$ cat src/rtl/core/ffbta_pkg.sv
`default_nettype none
// ----------------------------------------------------------------------------
// ffbta_pkg
// Shared constants, micro-operation codes and control/status types for the
// boundary-tag heap allocator.
// ----------------------------------------------------------------------------
package ffbta_pkg;

    localparam int unsigned HEAP_BYTES_DEF = 65536;
    localparam int unsigned GROW_CHUNK     = 4096;
    localparam int unsigned MIN_BLOCK      = 16;
    localparam int unsigned LIST_START     = 8;

    localparam logic [1:0] CMD_INIT  = 2'd0;
    localparam logic [1:0] CMD_ALLOC = 2'd1;
    localparam logic [1:0] CMD_FREE  = 2'd2;

    localparam logic [1:0] ST_OK   = 2'd0;
    localparam logic [1:0] ST_OOM  = 2'd1;
    localparam logic [1:0] ST_ZERO = 2'd2;

    typedef logic [5:0] op_t;

    localparam op_t OP_NOP          = 6'd0;
    localparam op_t OP_LOAD         = 6'd1;
    localparam op_t OP_INIT0        = 6'd2;
    localparam op_t OP_INIT1        = 6'd3;
    localparam op_t OP_INIT2        = 6'd4;
    localparam op_t OP_INIT3        = 6'd5;
    localparam op_t OP_OOM          = 6'd6;
    localparam op_t OP_ZERO         = 6'd7;
    localparam op_t OP_EXT          = 6'd8;
    localparam op_t OP_WRD          = 6'd9;
    localparam op_t OP_WSTEP        = 6'd10;
    localparam op_t OP_GROW0        = 6'd11;
    localparam op_t OP_GROW1        = 6'd12;
    localparam op_t OP_GROW2        = 6'd13;
    localparam op_t OP_RD_BPM8      = 6'd14;
    localparam op_t OP_CAP_Q        = 6'd15;
    localparam op_t OP_RD_QM4       = 6'd16;
    localparam op_t OP_CAP_PSZ      = 6'd17;
    localparam op_t OP_RD_PFOOT     = 6'd18;
    localparam op_t OP_CAP_PA       = 6'd19;
    localparam op_t OP_RD_BPM4      = 6'd20;
    localparam op_t OP_CAP_SZ       = 6'd21;
    localparam op_t OP_RD_NM4       = 6'd22;
    localparam op_t OP_CAP_NA       = 6'd23;
    localparam op_t OP_RD_NFOOT     = 6'd24;
    localparam op_t OP_CAP_NFS      = 6'd25;
    localparam op_t OP_SUM_N        = 6'd26;
    localparam op_t OP_SUM_P        = 6'd27;
    localparam op_t OP_WR_HD_TOT    = 6'd28;
    localparam op_t OP_WR_FT_TOT    = 6'd29;
    localparam op_t OP_WR_FTSZ_TOT  = 6'd30;
    localparam op_t OP_WR_QM4_TOT   = 6'd31;
    localparam op_t OP_SET_BPQ      = 6'd32;
    localparam op_t OP_WR_NFOOT_TOT = 6'd33;
    localparam op_t OP_CAP_BP       = 6'd34;
    localparam op_t OP_WR_HD_SZ     = 6'd35;
    localparam op_t OP_WR_FT_SZ     = 6'd36;
    localparam op_t OP_WR_HD_SZA    = 6'd37;
    localparam op_t OP_WR_FT_SZA    = 6'd38;
    localparam op_t OP_WR_HD_NDA    = 6'd39;
    localparam op_t OP_WR_FT_NDA    = 6'd40;
    localparam op_t OP_WR_NHD       = 6'd41;
    localparam op_t OP_WR_NFT       = 6'd42;

    typedef struct packed {
        op_t  op;
        logic out_load;
    } dp_ctl_t;

    typedef struct packed {
        logic [1:0] cmd;
        logic       req_zero;
        logic       brk_zero;
        logic       free_ok;
        logic       p_lt_brk;
        logic       d_size_zero;
        logic       d_fit;
        logic       grow_ok;
        logic       pa;
        logic       na;
        logic       split_ok;
    } dp_sts_t;

endpackage
`default_nettype wire

$ cat src/rtl/core/ffbta_ctrl.sv
`default_nettype none
// ----------------------------------------------------------------------------
// ffbta_ctrl
// Controller: sequences initialize, first-fit walk, heap growth, coalescing
// and block placement as datapath micro-operations; owns the handshakes.
// ----------------------------------------------------------------------------
module ffbta_ctrl (
    input  wire                 clk,
    input  wire                 rst_n,
    input  wire                 cmd_valid,
    output logic                cmd_ready,
    output logic                rsp_valid,
    input  wire                 rsp_ready,
    input  ffbta_pkg::dp_sts_t  sts,
    output ffbta_pkg::dp_ctl_t  ctl
);
    import ffbta_pkg::*;

    localparam logic [5:0] S_IDLE      = 6'd0;
    localparam logic [5:0] S_DISPATCH  = 6'd1;
    localparam logic [5:0] S_INIT0     = 6'd2;
    localparam logic [5:0] S_INIT1     = 6'd3;
    localparam logic [5:0] S_INIT2     = 6'd4;
    localparam logic [5:0] S_INIT3     = 6'd5;
    localparam logic [5:0] S_GROW_CHK  = 6'd6;
    localparam logic [5:0] S_GROW1     = 6'd7;
    localparam logic [5:0] S_GROW2     = 6'd8;
    localparam logic [5:0] S_WRD       = 6'd9;
    localparam logic [5:0] S_WSTEP     = 6'd10;
    localparam logic [5:0] S_EXT       = 6'd11;
    localparam logic [5:0] S_M_RD_BPM8 = 6'd12;
    localparam logic [5:0] S_M_CAP_Q   = 6'd13;
    localparam logic [5:0] S_M_RD_QM4  = 6'd14;
    localparam logic [5:0] S_M_CAP_PSZ = 6'd15;
    localparam logic [5:0] S_M_RD_PFT  = 6'd16;
    localparam logic [5:0] S_M_CAP_PA  = 6'd17;
    localparam logic [5:0] S_M_RD_BPM4 = 6'd18;
    localparam logic [5:0] S_M_CAP_SZ  = 6'd19;
    localparam logic [5:0] S_M_RD_NM4  = 6'd20;
    localparam logic [5:0] S_M_CAP_NA  = 6'd21;
    localparam logic [5:0] S_M_BRANCH  = 6'd22;
    localparam logic [5:0] S_A_SUM     = 6'd23;
    localparam logic [5:0] S_A_WHD     = 6'd24;
    localparam logic [5:0] S_A_WFT     = 6'd25;
    localparam logic [5:0] S_B_SUM     = 6'd26;
    localparam logic [5:0] S_B_WFT     = 6'd27;
    localparam logic [5:0] S_B_RD      = 6'd28;
    localparam logic [5:0] S_B_CAPQ    = 6'd29;
    localparam logic [5:0] S_B_WQ      = 6'd30;
    localparam logic [5:0] S_B_SETBP   = 6'd31;
    localparam logic [5:0] S_C_RDNF    = 6'd32;
    localparam logic [5:0] S_C_CAP     = 6'd33;
    localparam logic [5:0] S_C_WQ      = 6'd34;
    localparam logic [5:0] S_C_RDBP    = 6'd35;
    localparam logic [5:0] S_C_CAPSZ   = 6'd36;
    localparam logic [5:0] S_C_RDN     = 6'd37;
    localparam logic [5:0] S_C_CAPN    = 6'd38;
    localparam logic [5:0] S_C_WNF     = 6'd39;
    localparam logic [5:0] S_C_RDBP8   = 6'd40;
    localparam logic [5:0] S_C_CAPBP   = 6'd41;
    localparam logic [5:0] S_M_DONE    = 6'd42;
    localparam logic [5:0] S_F_RD      = 6'd43;
    localparam logic [5:0] S_F_CAP     = 6'd44;
    localparam logic [5:0] S_F_WHD     = 6'd45;
    localparam logic [5:0] S_F_WFT     = 6'd46;
    localparam logic [5:0] S_P_RD      = 6'd47;
    localparam logic [5:0] S_P_CAP     = 6'd48;
    localparam logic [5:0] S_P_WHD     = 6'd49;
    localparam logic [5:0] S_P_WFT     = 6'd50;
    localparam logic [5:0] S_P_CHK     = 6'd51;
    localparam logic [5:0] S_P_WHD2    = 6'd52;
    localparam logic [5:0] S_P_WFT2    = 6'd53;
    localparam logic [5:0] S_P_WNH     = 6'd54;
    localparam logic [5:0] S_P_WNF     = 6'd55;
    localparam logic [5:0] S_FINISH    = 6'd56;

    logic [5:0] state_reg, state_next;
    logic       rsp_valid_reg, rsp_valid_next;

    always_comb
    begin
        state_next   = state_reg;
        ctl.op       = OP_NOP;
        ctl.out_load = 1'b0;
        case (state_reg)
            S_IDLE:
            begin
                if (cmd_valid)
                begin
                    ctl.op     = OP_LOAD;
                    state_next = S_DISPATCH;
                end
            end
            S_DISPATCH:
            begin
                case (sts.cmd)
                    CMD_INIT:  state_next = S_INIT0;
                    CMD_ALLOC:
                    begin
                        if (sts.req_zero)
                        begin
                            ctl.op     = OP_ZERO;
                            state_next = S_FINISH;
                        end
                        else if (sts.brk_zero)
                        begin
                            ctl.op     = OP_OOM;
                            state_next = S_FINISH;
                        end
                        else
                        begin
                            state_next = S_WRD;
                        end
                    end
                    CMD_FREE:  state_next = sts.free_ok ? S_F_RD : S_FINISH;
                    default:   state_next = S_FINISH;
                endcase
            end
            S_INIT0: begin ctl.op = OP_INIT0; state_next = S_INIT1; end
            S_INIT1: begin ctl.op = OP_INIT1; state_next = S_INIT2; end
            S_INIT2: begin ctl.op = OP_INIT2; state_next = S_INIT3; end
            S_INIT3: begin ctl.op = OP_INIT3; state_next = S_GROW_CHK; end
            S_GROW_CHK:
            begin
                if (sts.grow_ok)
                begin
                    ctl.op     = OP_GROW0;
                    state_next = S_GROW1;
                end
                else
                begin
                    ctl.op     = OP_OOM;
                    state_next = S_FINISH;
                end
            end
            S_GROW1: begin ctl.op = OP_GROW1; state_next = S_GROW2; end
            S_GROW2: begin ctl.op = OP_GROW2; state_next = S_M_RD_BPM8; end
            S_WRD:
            begin
                if (sts.p_lt_brk)
                begin
                    ctl.op     = OP_WRD;
                    state_next = S_WSTEP;
                end
                else
                begin
                    state_next = S_EXT;
                end
            end
            S_WSTEP:
            begin
                ctl.op = OP_WSTEP;
                if (sts.d_size_zero)
                begin
                    state_next = S_EXT;
                end
                else if (sts.d_fit)
                begin
                    state_next = S_P_RD;
                end
                else
                begin
                    state_next = S_WRD;
                end
            end
            S_EXT:       begin ctl.op = OP_EXT;      state_next = S_GROW_CHK; end
            S_M_RD_BPM8: begin ctl.op = OP_RD_BPM8;  state_next = S_M_CAP_Q; end
            S_M_CAP_Q:   begin ctl.op = OP_CAP_Q;    state_next = S_M_RD_QM4; end
            S_M_RD_QM4:  begin ctl.op = OP_RD_QM4;   state_next = S_M_CAP_PSZ; end
            S_M_CAP_PSZ: begin ctl.op = OP_CAP_PSZ;  state_next = S_M_RD_PFT; end
            S_M_RD_PFT:  begin ctl.op = OP_RD_PFOOT; state_next = S_M_CAP_PA; end
            S_M_CAP_PA:  begin ctl.op = OP_CAP_PA;   state_next = S_M_RD_BPM4; end
            S_M_RD_BPM4: begin ctl.op = OP_RD_BPM4;  state_next = S_M_CAP_SZ; end
            S_M_CAP_SZ:  begin ctl.op = OP_CAP_SZ;   state_next = S_M_RD_NM4; end
            S_M_RD_NM4:  begin ctl.op = OP_RD_NM4;   state_next = S_M_CAP_NA; end
            S_M_CAP_NA:  begin ctl.op = OP_CAP_NA;   state_next = S_M_BRANCH; end
            S_M_BRANCH:
            begin
                if (sts.pa && sts.na)
                begin
                    state_next = S_M_DONE;
                end
                else if (sts.pa)
                begin
                    state_next = S_A_SUM;
                end
                else if (sts.na)
                begin
                    state_next = S_B_SUM;
                end
                else
                begin
                    state_next = S_C_RDNF;
                end
            end
            // merge with the next block
            S_A_SUM:   begin ctl.op = OP_SUM_N;        state_next = S_A_WHD; end
            S_A_WHD:   begin ctl.op = OP_WR_HD_TOT;    state_next = S_A_WFT; end
            S_A_WFT:   begin ctl.op = OP_WR_FT_TOT;    state_next = S_M_DONE; end
            // merge with the previous block
            S_B_SUM:   begin ctl.op = OP_SUM_P;        state_next = S_B_WFT; end
            S_B_WFT:   begin ctl.op = OP_WR_FTSZ_TOT;  state_next = S_B_RD; end
            S_B_RD:    begin ctl.op = OP_RD_BPM8;      state_next = S_B_CAPQ; end
            S_B_CAPQ:  begin ctl.op = OP_CAP_Q;        state_next = S_B_WQ; end
            S_B_WQ:    begin ctl.op = OP_WR_QM4_TOT;   state_next = S_B_SETBP; end
            S_B_SETBP: begin ctl.op = OP_SET_BPQ;      state_next = S_M_DONE; end
            // merge with both neighbors
            S_C_RDNF:  begin ctl.op = OP_RD_NFOOT;     state_next = S_C_CAP; end
            S_C_CAP:   begin ctl.op = OP_CAP_NFS;      state_next = S_C_WQ; end
            S_C_WQ:    begin ctl.op = OP_WR_QM4_TOT;   state_next = S_C_RDBP; end
            S_C_RDBP:  begin ctl.op = OP_RD_BPM4;      state_next = S_C_CAPSZ; end
            S_C_CAPSZ: begin ctl.op = OP_CAP_SZ;       state_next = S_C_RDN; end
            S_C_RDN:   begin ctl.op = OP_RD_NM4;       state_next = S_C_CAPN; end
            S_C_CAPN:  begin ctl.op = OP_CAP_NA;       state_next = S_C_WNF; end
            S_C_WNF:   begin ctl.op = OP_WR_NFOOT_TOT; state_next = S_C_RDBP8; end
            S_C_RDBP8: begin ctl.op = OP_RD_BPM8;      state_next = S_C_CAPBP; end
            S_C_CAPBP: begin ctl.op = OP_CAP_BP;       state_next = S_M_DONE; end
            S_M_DONE:
            begin
                state_next = (sts.cmd == CMD_ALLOC) ? S_P_RD : S_FINISH;
            end
            S_F_RD:    begin ctl.op = OP_RD_BPM4;      state_next = S_F_CAP; end
            S_F_CAP:   begin ctl.op = OP_CAP_SZ;       state_next = S_F_WHD; end
            S_F_WHD:   begin ctl.op = OP_WR_HD_SZ;     state_next = S_F_WFT; end
            S_F_WFT:   begin ctl.op = OP_WR_FT_SZ;     state_next = S_M_RD_BPM8; end
            S_P_RD:    begin ctl.op = OP_RD_BPM4;      state_next = S_P_CAP; end
            S_P_CAP:   begin ctl.op = OP_CAP_SZ;       state_next = S_P_WHD; end
            S_P_WHD:   begin ctl.op = OP_WR_HD_SZA;    state_next = S_P_WFT; end
            S_P_WFT:   begin ctl.op = OP_WR_FT_SZA;    state_next = S_P_CHK; end
            S_P_CHK:
            begin
                state_next = sts.split_ok ? S_P_WHD2 : S_FINISH;
            end
            S_P_WHD2:  begin ctl.op = OP_WR_HD_NDA;    state_next = S_P_WFT2; end
            S_P_WFT2:  begin ctl.op = OP_WR_FT_NDA;    state_next = S_P_WNH; end
            S_P_WNH:   begin ctl.op = OP_WR_NHD;       state_next = S_P_WNF; end
            S_P_WNF:   begin ctl.op = OP_WR_NFT;       state_next = S_FINISH; end
            S_FINISH:
            begin
                if (!rsp_valid_reg || rsp_ready)
                begin
                    ctl.out_load = 1'b1;
                    state_next   = S_IDLE;
                end
            end
            default:
            begin
                state_next = S_IDLE;
            end
        endcase
    end

    assign rsp_valid_next = ctl.out_load || (rsp_valid_reg && !rsp_ready);

    always_ff @(posedge clk or negedge rst_n)
    begin
        if (!rst_n)
        begin
            state_reg     <= S_IDLE;
            rsp_valid_reg <= 1'b0;
        end
        else
        begin
            state_reg     <= state_next;
            rsp_valid_reg <= rsp_valid_next;
        end
    end

    assign cmd_ready = (state_reg == S_IDLE);
    assign rsp_valid = rsp_valid_reg;

endmodule
`default_nettype wire

$ cat config.mk
export PLATFORM = sky130hd
export DESIGN_NAME = ffbta_ctrl
export DESIGN_NICKNAME = d
export VERILOG_FILES = /design/src/rtl/core/ffbta_pkg.sv /design/src/rtl/core/ffbta_ctrl.sv
export SDC_FILE = /design/constraint.sdc
export NUM_CORES = 1
export LEC_CHECK = 0
export BUFFER_PORTS_ARGS = -buffer_cell sky130_fd_sc_hd__buf_4
export CAP_MARGIN = 20
export CORE_UTILIZATION = 64
export DETAILED_ROUTE_END_ITERATION = 16
export GPL_ROUTABILITY_DRIVEN = 1
export PLACE_DENSITY_LB_ADDON = 0.05
export SLEW_MARGIN = 20
export SYNTH_ARGS = -nofsm -noshare
export SYNTH_HDL_FRONTEND = slang
export SYNTH_SLANG_ARGS = --single-unit
$ cat constraint.sdc
create_clock -name clk -period 4.02 [get_ports clk]
set_input_delay 0.402 -clock clk [delete_from_list [all_inputs] [get_ports clk]]
set_output_delay 0.402 -clock clk [all_outputs]
set_load 0.1 [all_outputs]
==> flow_summary.yaml, run 1 <==
setup_path:
  critPathRequiredTime_ps: 3620
  r2r_end: "state_reg[2]$_DFFE_PN0P_"
  reg2reg_slack_ps: 1610
  startpoint: "state_reg[4]$_DFFE_PN0P_"
  end_kind: "primary output"
  critPathArrivalTime_ps: 2800
  critPathMaxFanout: 24
  endpoint: "ctl[1]"
  rr_worst_depth: 5
  crit_type: "flip-flop to primary output"
  cp-start-kind: "flip-flop"
  reg2reg_from: "state_reg[0]$_DFFE_PN0P_"
floorplanning:
  die_area_mm2: 0.00309
  fp.dieH_um: 55.6
  dieWidth_um: 55.6
  core_mm2: 0.00273
  ios: 25
  start_util_pct: 67.3
  rows: 19
global_route:
  grt_pass1_vias: 1980
  overflow: 0
  grt_max_degree: 39
  antenna_found_initial: 0
  grt.total_usage_pct: 37.6
  grt_first_pass_wirelength_um: 9440
clocking:
  cts_tree: "yes"
  cts.sinks: 7
  cts_buffers: 3
  cts_max_level: 1
  holdBufCountCts: 1
  cts_resized: 0
  post_cts_buffers: 0
  worstSkewPairLatency_ps: 240
  root_buffer: "clkbuf_4"
  path_clk_slew_ps: 50
  cts_max_path_buffers: 2
worst_hold_path:
  hold_class: "input pin to flip-flop"
routing:
  vias_per_cell: 7.18
  wl_um: 5750
  detail_route.wl_per_cell_um: 18.1
  post-route-drc-count: 0
  drtPass1Iterations: 6
  vias: 2276
  drtIter0Drc: 336
  drtAntennaViolNets: 0
outcome:
  status: "finished, final reports clean"
synthesis:
  yosysUniqueCellTypes: 65
  synth-seq-cells: 7
  synth_top_area_share_pct: 9.52
  netlist_area_mm2: 0.00184
  synth_edf_count: 0
  synth_warnings: 0
  synth_seq_area_share_pct: 9.52
  synth.area.top_cells: "dfrtp_1, o21ai_0, nor2b_1, a21oi_1, nand2_1"
  synth_ff_type: "dfrtp_1"
  synthArstFlopShare_pct: 100
  netlist_instances: 275
  synth_top_area_cell: "dfrtp_1"
  syn_nets: 295
  synth_area_per_cell_um2: 6.69
sta:
  slew_violations: 0
  rsz0062_at_grt: "no"
  tns_ps: 0
  fin_worst_skew_ps: 0.832
  setup_violations: 0
  report.final.hold_viol_count: 0
  clock.fmax_mhz: 312
  worst_pin_slew_ps: 815
  finalCriticalPeriod_ps: 3200
  relSlewSlack_pct: 45.7
  finalCritPeriodShare_pct: 79.6
final_layout:
  layout-drive-gt1-share_pct: 16.4
  antenna_cells: 0
  nets: 307
  area_delta_synth_final_pct: 7.75
  largest_reg_flops: 6
placed_design:
  hpwl_um: 4150
  io_buffer_count: 24
  gp_congestion: 1.00
flow_run:
  drv_cap: 0
-- critical path, stage by stage (launching register included) --
cell	delay [ps]
dfrtp_1	870
buf_4	350
nand2b_1	200
nor4_1	70
a31o_1	240
a2111oi_2	410
o2111ai_1	170
buf_4	260
-- area by class of cell --
| class | instances | area, um^2 |
|---|---|---|
| multi-input combinational | 232 | 1460 |
| fill | 224 | 751 |
| timing repair buffer | 33 | 250 |
| sequential | 7 | 175 |
| tap | 31 | 38.8 |
| inverter | 10 | 37.5 |
| clock buffer | 4 | 26.3 |
-- synth_stat cells (all sizes together), types with 2 or more instances --
| master | n |
|---|---|
| o21ai | 29 |
| nand2 | 26 |
| nor2 | 24 |
| a21oi | 21 |
| buf | 20 |
| nor2b | 19 |
| nand2b | 12 |
| inv | 9 |
| nand3 | 8 |
| dfrtp | 7 |
| nor3 | 7 |
| o22ai | 7 |
| clkbuf | 6 |
| a32oi | 5 |
| and3 | 5 |
| a21o | 4 |
| a221oi | 4 |
| ha | 4 |
| nand4 | 4 |
| o211ai | 4 |
| a311oi | 3 |
| a32o | 3 |
| and2 | 3 |
| a211oi | 2 |
| a2bb2oi | 2 |
| nor3b | 2 |
| nor4 | 2 |
| o2111ai | 2 |
| o221ai | 2 |
| o31ai | 2 |
| o32ai | 2 |
-- per-layer routing --
metal / vias to the layer above / wire length [um] / global-route usage (%)
met5: - / 0 / 0
met4: 0 / 158 / 11.4
met3: 26 / 818 / 7.21
met2: 194 / 2480 / 56.6
met1: 1003 / 2290 / 54.1
li1: 1053 / - / -
-- logic make-up (layout without fill, tap and decap cells) --
kind of cell / after synthesis / after routing / synth area share (%)
flops: 7 / 7 / 9.52
xor+xnor: 1 / 1 / 0.476
buf+inv: 36 / 47 / 11.4
compound gates: 106 / 106 / 39.6
simple gates: 119 / 119 / 35.1
mux: 2 / 2 / 1.16
fa+ha+maj: 4 / 4 / 2.72
-- cells in the final DEF, fill, tap and decap left out, types with 5 or more instances in the layout --
| cell type | n |
|---|---|
| nor2_1 | 24 |
| nand3_1 | 8 |
| nor3_1 | 7 |
| nand2_1 | 24 |
| a21oi_1 | 21 |
| buf_4 | 32 |
| nand2b_1 | 12 |
| a32oi_1 | 5 |
| dfrtp_1 | 7 |
| o22ai_1 | 7 |
| inv_1 | 8 |
| nor2b_1 | 17 |
| o21ai_0 | 27 |
-- worst min path at each step --
stage	slack (ps)	cells after the start	end	startpoint
floorplan	110	0	rsp_valid$_DFF_PN0_	rst_n
global placement	210	1	rsp_valid$_DFF_PN0_	rst_n
detailed placement	210	1	state_reg[1]$_DFFE_PN0P_	rst_n
CTS	430	3	state_reg[0]$_DFFE_PN0P_	cmd_valid
global route	420	3	state_reg[0]$_DFFE_PN0P_	cmd_valid
finish	440	3	state_reg[0]$_DFFE_PN0P_	cmd_valid
-- through the flow --
step | setup WS (ps) | std cells | util, % | cell area [um^2] | hold slack, ps
2_1_floorplan | 759 | 275 | - | 1840 | 106
3_3_place_gp | 1240 | 312 | 71.2 | 1950 | 212
3_5_place_dp | 1170 | 312 | 71.2 | 1950 | 213
4_1_cts | 892 | 317 | 72.5 | 1980 | 430
5_1_grt | 714 | 317 | 72.5 | 1980 | 420
6_report | 818 | 317 | 72.5 | 1980 | 439
Power of run 1 is left out: the tool's default activity adds up to more than one toggle a clock period on the data nets, which glitch-free logic cannot reach.
==> run 2: changes to the inputs <==
CORE_UTILIZATION = 59   (was 64)
clock period = 2.95 ns   (was 4.02 ns; I/O delays follow)
==> run 2 against run 1 <==
Register-to-register slack worse by 980 ps. Wire length is 13% higher. Worst hold slack got worse by 120 ps. Core utilization is 1.0 points lower. Non-clock buffer count is 6 higher. Die area up 8.2%. First-iteration DRC count is 11% higher. Global-route usage is 3.2 points higher.
==> flow_summary.yaml, run 2 (same netlist as run 1, synthesis figures left out) <==
setup_path:
  critPathArrivalTime_ps: 2520
  cp-start-kind: "flip-flop"
  r2r_end: "state_reg[2]$_DFFE_PN0P_"
  cp_common_cell: "buf_4"
  crit_family: "simple AND/OR/NAND/NOR gates"
  critPathMaxFanout: 30
  crit_chain: "buf_4, nor4b_4, nand2_2, nor3_1, a211oi_2, o211ai_1, buf_4"
  critPathRequiredTime_ps: 2650
  rr_worst_depth: 7
  crit_path_max_incr_delay_ps: 450
  reg2reg_from: "state_reg[1]$_DFFE_PN0P_"
  worstSetupPathDepth: 7
  end_kind: "primary output"
  cp_num_buf_inv: 2
  crit_type: "flip-flop to primary output"
  reg2reg_slack_ps: 630
  cp_slowest_cell: "nor3_1"
worst_hold_path:
  min-delay-start: "cmd_valid"
  hold_end: "state_reg[0]$_DFFE_PN0P_"
  hold_class: "input pin to flip-flop"
  whs_path_depth: 3
routing:
  wl_um: 6510
  vias_per_cell: 7.40
  post-route-drc-count: 0
  drtIter0Drc: 373
  detail_route.wl_per_cell_um: 20.2
  drtPass1Iterations: 5
  drtAntennaViolNets: 0
  vias: 2390
clocking:
  cts_max_level: 1
  post_cts_buffers: 0
  cts_max_path_buffers: 2
  cts.sinks: 7
  cts_tree: "yes"
  root_buffer: "clkbuf_4"
  cts_buffers: 3
  worstSkewPairLatency_ps: 250
  path_clk_slew_ps: 60
  holdBufCountCts: 1
  cts_resized: 0
sta:
  relSlewSlack_pct: 62.7
  slew_violations: 0
  finalCriticalPeriod_ps: 2820
  report.final.hold_viol_count: 0
  setup_violations: 0
  worst_pin_slew_ps: 558
  tns_ps: 0
  clock.fmax_mhz: 355
  rsz0062_at_grt: "no"
  finalCritPeriodShare_pct: 95.5
  fin_worst_skew_ps: 2.46
final_layout:
  nets: 313
  mostFrequentLayoutCell: "buf_4"
  regArea_um2: 175
  multi_input_area_mm2: 0.00147
  nFillCells: 261
  area_delta_synth_final_pct: 10.9
  layout_common_cells: "buf_4, o21ai_0, nor2_1, nand2_1, a21oi_1"
  largest_reg_flops: 6
  antenna_cells: 0
  layout-drive-gt1-share_pct: 18.8
floorplanning:
  ios: 25
  start_util_pct: 64.5
  fp.dieH_um: 57.9
  rows: 19
  dieWidth_um: 57.9
  die_area_mm2: 0.00335
  core_mm2: 0.00285
global_route:
  grt.total_usage_pct: 40.7
  grt_max_degree: 36
  antenna_found_initial: 0
  grt_pass1_vias: 2168
  grt_first_pass_wirelength_um: 10600
  overflow: 0
placed_design:
  gp_congestion: 1.13
  hpwl_um: 4710
  io_buffer_count: 24
flow_run:
  drv_cap: 0
outcome:
  status: "finished, final reports clean"
## run 2: area by class of cell
type	instances	share of cell area, %
Multi-Input combinational cell	232	71.9
Inverter	10	1.84
Clock buffer	4	1.29
Tap cell	31	1.90
Sequential cell	7	8.58
Timing Repair Buffer	39	14.5
## run 2: tightest hold or removal path: cells and delay by family
| kind | cells | cell delay, ps |
|---|---|---|
| compound gates | 1 | 70 |
| buf+inv | 2 | 160 |
## run 2: worst max-delay path by stage
| stage | slack [ps] | startpoint | endpoint |
|---|---|---|---|
| 5_1_grt | 50 | state_reg[0]$_DFFE_PN0P_ | ctl[2] |
| 3_5_place_dp | 530 | state_reg[5]$_DFFE_PN0P_ | ctl[2] |
| 4_1_cts | 260 | state_reg[5]$_DFFE_PN0P_ | ctl[2] |
| 3_3_place_gp | 500 | state_reg[5]$_DFFE_PN0P_ | ctl[2] |
| 2_1_floorplan | 9 | state_reg[5]$_DFFE_PN0P_ | ctl[2] |
| 6_report | 130 | state_reg[0]$_DFFE_PN0P_ | ctl[2] |
## run 2: routing by layer
metal | up-vias | wire length (um) | track usage, %
li1 | 1062 | - | -
met1 | 1061 | 2550 | 58.3
met2 | 217 | 2640 | 56.0
met3 | 50 | 938 | 10.0
met4 | 0 | 377 | 21.1
met5 | - | 0 | 0
## run 2: metrics by stage
stage          hold WS (ps)  cell area (um^2)  util, %  cells  setup slack, ps
2_1_floorplan        -0.591              1850        -    275             8.52
3_3_place_gp            107              2000     70.3    318              497
3_5_place_dp            108              2000     70.3    318              534
4_1_cts                 313              2040     71.5    323              262
5_1_grt                 326              2040     71.5    323             51.2
6_report                319              2040     71.5    323              133
Power of run 2 is left out for the same reason.
==> run 3: changes to the inputs <==
ABC_AREA = 1   (was default)
CORE_UTILIZATION = 58   (was 59)
RECOVER_POWER = 100   (was default)
==> run 3 against run 2 <==
First-iteration DRC count decreased by 21%. Sequential share of layout area increased by 1.1 points. Maximum frequency increased by 3.6%. Register-to-register slack better by 270 ps. Clock skew is 6.3 ps higher. Synthesized cell count increased by 20%. Via count fell by 2.5%. Highest routed layer unchanged. Critical endpoint is now ctl[4].
==> flow_summary.yaml, run 3 <==
floorplanning:
  rows: 18
  start_util_pct: 62.7
  ios: 25
  fp.dieH_um: 54.2
  dieWidth_um: 54.2
  core_mm2: 0.00252
  die_area_mm2: 0.00294
final_layout:
  stdcell_count: 386
  largest_reg_flops: 6
  mostFrequentLayoutCell: "nand2_1"
  area_delta_synth_final_pct: 14.6
  layout_common_cells: "nand2_1, nor2_1, nand3_1, inv_1, buf_4"
  nets: 377
  layout-drive-gt1-share_pct: 8.71
  antenna_cells: 0
  design_area_mm2: 0.00181
global_route:
  grt_first_pass_wirelength_um: 9210
  antenna_found_initial: 0
  grt_max_degree: 21
  grt.total_usage_pct: 44.4
  overflow: 0
  grt_pass1_vias: 1974
setup_path:
  rr_worst_depth: 7
  critPathArrivalTime_ps: 2420
  cp-start-kind: "flip-flop"
  crit_type: "flip-flop to primary output"
  critPathMaxFanout: 19
  end_kind: "primary output"
  reg2reg_from: "state_reg[4]$_DFFE_PN0P_"
  reg2reg_slack_ps: 900
  critPathRequiredTime_ps: 2650
  r2r_end: "state_reg[0]$_DFFE_PN0P_"
clocking:
  cts_buffers: 3
  root_buffer: "clkbuf_4"
  cts_max_level: 1
  cts_resized: 0
  cts.sinks: 7
  holdBufCountCts: 1
  worstSkewPairLatency_ps: 250
  cts_max_path_buffers: 2
  path_clk_slew_ps: 50
  cts_tree: "yes"
  post_cts_buffers: 0
routing:
  detail_route.wl_per_cell_um: 14.9
  post-route-drc-count: 0
  vias_per_cell: 6.04
  wl_um: 5750
  drtAntennaViolNets: 0
  drtPass1Iterations: 6
  drtIter0Drc: 296
  vias: 2331
placed_design:
  placed_cells_incl_taps: 381
  io_buffer_count: 24
  hpwl_um: 4670
  gp_congestion: 1.17
  place_area_mm2: 0.00179
synthesis:
  synth.area.top_cells: "nand2_1, nor2_1, nand3_1, dfrtp_1, inv_1"
  synth-seq-cells: 7
  synth_ff_type: "dfrtp_1"
  ys_top_cells_by_count: "nand2_1, nor2_1, inv_1, nand3_1, nand4_1"
  netlist_area_mm2: 0.00158
  synth_area_per_cell_um2: 4.81
  synthArstFlopShare_pct: 100
  yosys.cell_count.top_type: "nand2_1"
  synth_top_area_cell: "nand2_1"
  yosysUniqueCellTypes: 22
  syn_nets: 349
  synth_top_area_share_pct: 30.8
  synth_warnings: 0
  synth_seq_area_share_pct: 11.1
  netlist_instances: 329
  synth_edf_count: 0
sta:
  rsz0062_at_grt: "no"
  relSlewSlack_pct: 23.1
  tns_ps: 0
  slew_violations: 0
  finalCriticalPeriod_ps: 2720
  finalCritPeriodShare_pct: 92.1
  worst_pin_slew_ps: 1160
  setup_violations: 0
  clock.fmax_mhz: 368
  fin_worst_skew_ps: 8.73
  report.final.hold_viol_count: 0
worst_hold_path:
  hold_class: "input pin to flip-flop"
  min-delay-start: "rsp_ready"
  whs_path_depth: 4
  hold_end: "rsp_valid$_DFF_PN0_"
outcome:
  status: "finished, final reports clean"
flow_run:
  drv_cap: 0
-- run 3: cell type report --
cell class,count,area [um^2]
Multi-Input combinational cell,281,1240
Tap cell,30,37.5
Fill cell,239,708
Clock buffer,4,26.3
Timing Repair Buffer,28,196
Inverter,36,135
Sequential cell,7,175
-- run 3: critical path: stages (launching register included) --
cell,delay (ps)
dfrtp_1,440
inv_1,100
nor2_2,600
nand3_1,300
nand2_1,130
inv_1,60
nand3_1,100
nor2_1,50
nand2_1,50
clkbuf_4,320
-- run 3: layer usage --
layer | GRT usage [%] | vias to the layer above | wire (um)
met5 | 0 | - | 0
met4 | 23.9 | 0 | 269
met3 | 12.5 | 35 | 937
met2 | 65.9 | 237 | 2470
met1 | 57.7 | 951 | 2080
li1 | - | 1108 | -
-- run 3: worst max-delay path by stage --
stage	startpoint	to	slack, ps	depth (start not counted)
4_1_cts	state_reg[4]$_DFFE_PN0P_	ctl[4]	380	9
3_5_place_dp	state_reg[4]$_DFFE_PN0P_	ctl[4]	660	9
6_report	state_reg[4]$_DFFE_PN0P_	ctl[4]	230	9
3_3_place_gp	state_reg[4]$_DFFE_PN0P_	ctl[4]	660	9
2_1_floorplan	state_reg[5]$_DFFE_PN0P_	ctl[1]	210	8
5_1_grt	state_reg[4]$_DFFE_PN0P_	ctl[4]	80	9
-- run 3: per-stage QoR --
step | setup slack, ps | utilization (%) | hold slack [ps]
after floorplan | 210 | - | -0.591
after global placement | 655 | 71.1 | 107
after detailed placement | 662 | 71.1 | 109
after CTS | 382 | 72.6 | 312
after global routing | 80.4 | 71.9 | 322
final | 232 | 71.9 | 313
-- run 3: logic make-up (layout without fill, tap and decap cells) --
kind of cell,Yosys count,after routing,synth area share [%]
AOI/OAI and AO/OA,15,15,5.53
and+or+nand+nor,262,262,69.9
adders and majority gates,4,4,3.16
DFF,7,7,11.1
buffers and inverters,41,68,10.4
Power of run 3 is left out for the same reason.
